### config.mk
export PLATFORM = sky130hd
export DESIGN_NAME = period_and_timeout_timer_bank
export DESIGN_NICKNAME = d
export VERILOG_FILES = /design/src/rtl/tmrbank_pkg.sv /design/src/rtl/tmrbank_period_chan.sv /design/src/rtl/tmrbank_timeout_chan.sv /design/src/rtl/period_and_timeout_timer_bank.sv
export SDC_FILE = /design/constraint.sdc
export NUM_CORES = 1
export LEC_CHECK = 0
export BUFFER_PORTS_ARGS = -buffer_cell sky130_fd_sc_hd__buf_4
export CORE_MARGIN = 2
export CORE_UTILIZATION = 30
export DETAILED_ROUTE_END_ITERATION = 10
export PLACE_DENSITY = 0.48
export RECOVER_POWER = 25
export SKIP_CTS_REPAIR_TIMING = 1
export SYNTH_ARGS = -nofsm -noshare
export SYNTH_HDL_FRONTEND = slang
export SYNTH_SLANG_ARGS = --single-unit
### constraint.sdc
create_clock -name clk -period 4.35 [get_ports clk]
set_clock_uncertainty 0.1 [all_clocks]
set_input_delay 0.2175 -clock clk [delete_from_list [all_inputs] [get_ports clk]]
set_output_delay 0.2175 -clock clk [all_outputs]
set_load 0.01 [all_outputs]
### src/rtl/tmrbank_pkg.sv
package tmrbank_pkg;

	// request kinds
	localparam logic [2:0] REQ_TICK          = 3'd0;
	localparam logic [2:0] REQ_START_PERIOD  = 3'd1;
	localparam logic [2:0] REQ_END_PERIOD    = 3'd2;
	localparam logic [2:0] REQ_POLL_PERIOD   = 3'd3;
	localparam logic [2:0] REQ_START_TIMEOUT = 3'd4;
	localparam logic [2:0] REQ_POLL_TIMEOUT  = 3'd5;

	localparam int unsigned CNT_W = 16;

	typedef struct packed {
		logic [2:0]       req_type;
		logic [2:0]       channel;
		logic [CNT_W-1:0] load_value;
	} request_t;

	typedef struct packed {
		logic done_res;
		logic bad_index;
	} result_t;

	// per-channel command, one cycle wide
	typedef struct packed {
		logic             tick;
		logic             load;
		logic             stop;
		logic             poll;
		logic [CNT_W-1:0] value;
	} chan_cmd_t;

endpackage

### src/rtl/tmrbank_period_chan.sv
module tmrbank_period_chan (
	input  logic                  clk,
	input  logic                  arst_n,
	input  tmrbank_pkg::chan_cmd_t cmd,
	output logic                  completed
);
	import tmrbank_pkg::*;

	logic             active_q;
	logic             completed_q;
	logic [CNT_W-1:0] reload_q;
	logic [CNT_W-1:0] count_q;
	logic [CNT_W-1:0] count_dec;

	// wraps from zero to all ones, as intended
	assign count_dec = count_q - CNT_W'(1);
	assign completed = completed_q;

	always_ff @(posedge clk or negedge arst_n) begin
		if (!arst_n) begin
			active_q    <= 1'b0;
			completed_q <= 1'b0;
			reload_q    <= '0;
			count_q     <= '0;
		end else begin
			priority if (cmd.load) begin
				active_q    <= 1'b1;
				completed_q <= 1'b0;
				reload_q    <= cmd.value;
				count_q     <= cmd.value;
			end else if (cmd.stop) begin
				active_q <= 1'b0;
			end else if (cmd.poll) begin
				completed_q <= 1'b0;
			end else if (cmd.tick && active_q) begin
				if (count_dec == '0) begin
					completed_q <= 1'b1;
					count_q     <= reload_q;
				end else begin
					count_q <= count_dec;
				end
			end
		end
	end

endmodule

### src/rtl/tmrbank_timeout_chan.sv
module tmrbank_timeout_chan (
	input  logic                  clk,
	input  logic                  arst_n,
	input  tmrbank_pkg::chan_cmd_t cmd,
	output logic                  expired
);
	import tmrbank_pkg::*;

	logic [CNT_W-1:0] count_q;

	assign expired = (count_q == '0);

	always_ff @(posedge clk or negedge arst_n) begin
		if (!arst_n) begin
			count_q <= '0;
		end else begin
			priority if (cmd.load) begin
				count_q <= cmd.value;
			end else if (cmd.tick && !expired) begin
				count_q <= count_q - CNT_W'(1);
			end
		end
	end

endmodule

### src/rtl/period_and_timeout_timer_bank.sv
// Bank of periodic timers and one-shot timeouts. A request is taken on any
// clock edge with start high; busy is never raised, so one request per cycle is
// sustained. Every request returns exactly one result, marked by result_strobe
// for a single cycle once the request has passed the input register, decode and
// channel update, and the result register. The receiver cannot stall: a result
// not captured in its strobe cycle is gone. A tick advances every active period
// channel and every unexpired timeout channel at once; a poll of a period clears
// its completed flag. A channel index beyond the channel count of its kind sets
// bad_index and leaves all state alone.
module period_and_timeout_timer_bank #(
	parameter int unsigned PERIOD_CHANNELS  = 4,
	parameter int unsigned TIMEOUT_CHANNELS = 8
) (
	input  logic                  clk,
	input  logic                  arst_n,
	input  logic                  start,
	output logic                  busy,
	input  tmrbank_pkg::request_t request,
	output logic                  result_strobe,
	output tmrbank_pkg::result_t  result
);
	import tmrbank_pkg::*;

	// channel counts as 4-bit values for the range check
	localparam logic [3:0] PER_N = 4'(PERIOD_CHANNELS);
	localparam logic [3:0] TOUT_N = 4'(TIMEOUT_CHANNELS);

	// input register
	logic     valid_s1;
	request_t req_s1;

	// result register
	logic    strobe_s2;
	result_t result_s2;

	// decode
	logic    per_ok;
	logic    tout_ok;
	logic    do_tick;
	logic    per_load;
	logic    per_stop;
	logic    per_poll;
	logic    tout_load;
	logic    tout_poll;
	result_t result_d;

	logic [PERIOD_CHANNELS-1:0]  per_sel;
	logic [PERIOD_CHANNELS-1:0]  per_completed;
	logic [TIMEOUT_CHANNELS-1:0] tout_sel;
	logic [TIMEOUT_CHANNELS-1:0] tout_expired;

	assign busy = 1'b0;

	always_ff @(posedge clk or negedge arst_n) begin
		if (!arst_n) begin
			valid_s1 <= 1'b0;
		end else begin
			valid_s1 <= start && !busy;
		end
	end

	always_ff @(posedge clk) begin
		if (start && !busy) begin
			req_s1 <= request;
		end
	end

	assign per_ok  = {1'b0, req_s1.channel} < PER_N;
	assign tout_ok = {1'b0, req_s1.channel} < TOUT_N;

	always_comb begin
		do_tick   = 1'b0;
		per_load  = 1'b0;
		per_stop  = 1'b0;
		per_poll  = 1'b0;
		tout_load = 1'b0;
		tout_poll = 1'b0;
		result_d  = '0;
		if (valid_s1) begin
			unique case (req_s1.req_type)
				REQ_TICK: begin
					do_tick = 1'b1;
				end
				REQ_START_PERIOD: begin
					per_load           = per_ok;
					result_d.bad_index = !per_ok;
				end
				REQ_END_PERIOD: begin
					per_stop           = per_ok;
					result_d.bad_index = !per_ok;
				end
				REQ_POLL_PERIOD: begin
					per_poll           = per_ok;
					result_d.bad_index = !per_ok;
				end
				REQ_START_TIMEOUT: begin
					tout_load          = tout_ok;
					result_d.bad_index = !tout_ok;
				end
				REQ_POLL_TIMEOUT: begin
					tout_poll          = tout_ok;
					result_d.bad_index = !tout_ok;
				end
				default: begin
					// unused request codes: no effect
				end
			endcase
		end
		// the select vectors are one-hot, so an OR picks the addressed channel
		if (per_poll) begin
			result_d.done_res = |(per_completed & per_sel);
		end else if (tout_poll) begin
			result_d.done_res = |(tout_expired & tout_sel);
		end
	end

	// periodic channels
	for (genvar k = 0; k < PERIOD_CHANNELS; k++) begin : g_period
		chan_cmd_t cmd;

		assign per_sel[k] = (req_s1.channel == 3'(k));
		assign cmd.tick   = do_tick;
		assign cmd.load   = per_load && per_sel[k];
		assign cmd.stop   = per_stop && per_sel[k];
		assign cmd.poll   = per_poll && per_sel[k];
		assign cmd.value  = req_s1.load_value;

		tmrbank_period_chan u_chan (
			.clk       (clk),
			.arst_n    (arst_n),
			.cmd       (cmd),
			.completed (per_completed[k])
		);
	end

	// timeout channels
	for (genvar k = 0; k < TIMEOUT_CHANNELS; k++) begin : g_timeout
		chan_cmd_t cmd;

		assign tout_sel[k] = (req_s1.channel == 3'(k));
		assign cmd.tick    = do_tick;
		assign cmd.load    = tout_load && tout_sel[k];
		assign cmd.stop    = 1'b0;
		assign cmd.poll    = 1'b0;
		assign cmd.value   = req_s1.load_value;

		tmrbank_timeout_chan u_chan (
			.clk     (clk),
			.arst_n  (arst_n),
			.cmd     (cmd),
			.expired (tout_expired[k])
		);
	end

	// result register
	always_ff @(posedge clk or negedge arst_n) begin
		if (!arst_n) begin
			strobe_s2 <= 1'b0;
		end else begin
			strobe_s2 <= valid_s1;
		end
	end

	always_ff @(posedge clk) begin
		result_s2 <= result_d;
	end

	assign result_strobe = strobe_s2;
	assign result        = result_s2;

	// every taken request yields one result
	a_one_result: assert property (@(posedge clk) disable iff (!arst_n)
		(start && !busy) |=> ##1 result_strobe)
		else $error("request without result");

	// no result appears without a request behind it
	a_no_spurious: assert property (@(posedge clk) disable iff (!arst_n)
		result_strobe |-> $past(valid_s1))
		else $error("result without request");

	// a bad index never reports done
	a_bad_not_done: assert property (@(posedge clk) disable iff (!arst_n)
		result_strobe |-> !(result.done_res && result.bad_index))
		else $error("done and bad_index both set");

	// a tick returns a clear result
	a_tick_clear: assert property (@(posedge clk) disable iff (!arst_n)
		(valid_s1 && req_s1.req_type == REQ_TICK)
			|=> (result_strobe && !result.done_res && !result.bad_index))
		else $error("tick gave non-zero result");

endmodule
==> results.yml <==
yosys:
  yosysUniqueCellTypes: 88
  synth_area_um2: 15900
  yosysSeqAreaShare_pct: 46.3
  synth_edf_count: 22
  yosys-top-cells-area: "dfrtp_1 42%, nand2_1 9.1%, o21ai_0 5.1%"
  yosys.area.top_type: "dfrtp_1"
  async_reset_ff_share_pct: 91.7
  yosys_warnings: 0
  yosysTopAreaCellShare_pct: 41.9
  synthFlopType: "dfrtp_1"
  syn_inst: 1812
  synth_seq_cells: 290
  syn_nets: 1853
  postSynthAreaPerCell_um2: 8.76
setup_path:
  crit_path_top_delay_cell: "or4b_1"
  criticalPathCategory: "flop to flop"
  slowest_delay_ns: 0.57
  crit_buf_inv: 1
  arrival_ns: 3.58
  r2r-end: "g_period[0].u_chan.count_q[11]"
  worstPathCellList: "inv_1 -> ha_1 -> or4b_1 -> nor4_1 -> xor2_1 -> a2111o_1 -> nor3_4 -> a21o_1"
  r2r_slack_ns: 1.14
  cp.required_ns: 4.72
  cp_top_family: "simple AND/OR/NAND/NOR gates"
  rr_worst_depth: 8
  crit_fanout: 8
  critPathLaunch: "g_period[0].u_chan.count_q[0]"
  setup.worst_path.start_class: "flop"
  end_kind: "flop"
  crit-reg2reg-launch: "g_period[0].u_chan.count_q[0]"
power_and_ir_drop:
  p_seq_share_pct: 42.1
  leakagePower_nw: 7.54
  combPwrFrac_pct: 31.0
  powerDensity_nw_per_um2: 615
  p_sw_mw: 4.28
  p_int_mw: 6.98
  power.share.switching_pct: 38.1
  ir_drop_mv: 0.230
  p_clk_share_pct: 26.9
finish:
  postLayoutCoreUtil_pct: 34.9
  layout-drive-gt1-share_pct: 8.59
  stdcell_count: 2563
  nNetsFinal: 1890
  antennaDiodeCount: 0
  area_growth_pct: 15.3
die:
  ioPinCount: 29
  fp.dieH_um: 234
  die_area_um2: 54800
  initial_utilization_pct: 30.3
  placeableCoreArea_um2: 52400
  rows: 84
  die_w_um: 234
sta:
  finalHoldViolations: 0
  setup_viol: 0
  rsz0062_at_grt: "false"
  fin_ws_ns: 1.14
  totalNegativeSetupSlack_ns: 0
  fin_crit_sh_pct: 73.8
  max_freq_mhz: 311
  maxSlewViolCount: 122
  worst_pin_slew_ns: 2.71
  slew_headroom_pct: -80.5
  finalCriticalPeriod_ns: 3.21
  holdWs_ns: 0.308
hold_path:
  holdPathStages: 2
  hp-class: "input port to flop"
  hold_start: "request[7]"
  worstHoldEndpoint: "g_period[0].cmd[7]"
route:
  wire_per_inst_um: 19.1
  ant_nets: 0
  vias: 13700
  drtIter0Drc: 1298
  routed_wl_mm: 48.9
  drt-pass1-iter-count: 6
  drc: 0
  via_per_inst: 5.33
run:
  cap_violations: 2
global_route:
  antenna_found_initial: 0
  grt_pass1_wl_mm: 77.6
  grt_start_max_net_pins: 105
  grt_pass1_vias: 13200
  grt_usage_pct: 18.1
  grt-ovfl-total: 0
outcome:
  failed_checks: "max-capacitance violations, max-slew violations"
  status: "finished with violations"
place:
  dp_hpwl_mm: 30.7
  pre_cts_ws_ns: 1.17
  gp_congestion: 0.834
  io_buffers: 27
  place_inst: 2476
clock_tree:
  cts_buffers: 35
  cts_max_level: 2
  clk_pin_slew_ns: 0.06
  clkLatencyLatePin_ns: 0.55
  cts.path.max_buffers: 3
  cts_root_buffer: "clkbuf_16"
  clock-sinks: 290
  cts_tree: "yes"
==> worst max-delay path by stage <==
stage / end / slack [ns] / depth (start not counted)
after floorplan: g_period[0].u_chan.count_q[14] / 1.46 / 9
after global placement: g_period[3].u_chan.completed / 1.23 / 8
after detailed placement: g_period[0].u_chan.count_q[8] / 1.17 / 8
after CTS: g_period[0].u_chan.count_q[8] / 1.14 / 8
after global routing: g_period[0].u_chan.count_q[5] / 0.87 / 8
final: g_period[0].u_chan.count_q[11] / 1.14 / 8
==> metrics by stage <==
stage / instance area (um^2) / total power [mW]
finish: 18300 / 11.3
global route: 18300 / 12.1
CTS: 18100 / 11.3
detailed placement: 16900 / 8.22
global placement: 16900 / 8.14
floorplan: 15900 / 7.20
==> layer usage <==
layer / track usage (%) / share of wire (%)
met1: 25.9 / 48
met2: 28.8 / 46
met3: 2.42 / 3.8
met4: 4.81 / 2.0
met5: 0 / 0
==> layout by cell type, fill, tap and decap left out, drive strengths merged, types with 11 or more instances in the layout <==
cell         instances
a21o                17
a21oi               42
a221o               19
and2                11
and3                17
buf                 47
clkbuf              72
clkinv              11
dfrtp              266
dlygate4sd3         24
edfxtp              22
ha                  16
inv                 47
nand2              384
nand3               54
nand3b              11
nand4               17
nor2               122
nor3                70
nor4                48
o211ai              44
o21ai              168
o311ai              17
or2                 16
or3                 37
or4                 21
xnor2               41
xor2                33
==> kinds of logic after synthesis <==
logic type	share of synthesized area, %
DFF	46.3
and+or+nand+nor	26.0
muxes	0.717
xor gates and xnor gates	4.08
AOI/OAI and AO/OA	18.1
buffers and inverters	3.51
adders and majority gates	1.26
other	0.0236
==> state kept, by name, indices dropped and copies added, names as in the netlist <==
register / flops
g_period.cmd: 16
req_s1: 6
result: 2
g_period.u_chan.active_q: 4
g_period.u_chan.count_q: 64
valid_s1: 1
g_period.u_chan.completed: 4
result_strobe: 1
g_timeout.u_chan.count_q: 128
g_period.u_chan.reload_q: 64
==> worst reg2reg max path, delay by kind of cell (launching register included) <==
| kind | cells | cell delay [ns] |
|---|---|---|
| AO/OA/AOI/OAI | 2 | 0.65 |
| XOR/XNOR | 1 | 0.12 |
| adder cells (fa/ha/maj) | 1 | 0.26 |
| buffers and inverters | 1 | 0.10 |
| flip-flops | 1 | 0.45 |
| AND/OR/NAND/NOR | 3 | 1.46 |
==> power groups by stage <==
stage / clock [mW] / sequential [mW] / combinational, mW
after global placement: 0 / 4.73 / 3.41
after floorplan: 0 / 4.41 / 2.78
final: 3.03 / 4.74 / 3.49
after CTS: 3.12 / 4.72 / 3.48
after detailed placement: 0 / 4.74 / 3.47
after global routing: 3.21 / 4.90 / 3.98
==> synthesized netlist by cell type, types with 14 or more instances <==
master and count:
nand4_1 17, xor2_1 33, o311ai_0 17, xnor2_1 41, inv_1 47, nor3_1 68
a221o_1 19, ha_1 16, or4_1 21, and3_1 17, a21o_1 17, nor2_1 122
dfrtp_1 266, edfxtp_1 22, clkbuf_1 85, nand2_1 384, a21oi_1 42, or3_1 36
o211ai_1 44, o21ai_0 161, or2_2 14, nand3_1 54, nor4_1 45
==> cell type report <==
class | count | area [um^2]
timing repair buffer | 96 | 781
tap | 688 | 861
inverter | 47 | 176
sequential | 290 | 7360
clock buffer | 47 | 983
fill | 5356 | 34100
multi-input combinational | 1379 | 7980
clock inverter | 16 | 179
Note: power is estimated with default switching activity, not from simulation.
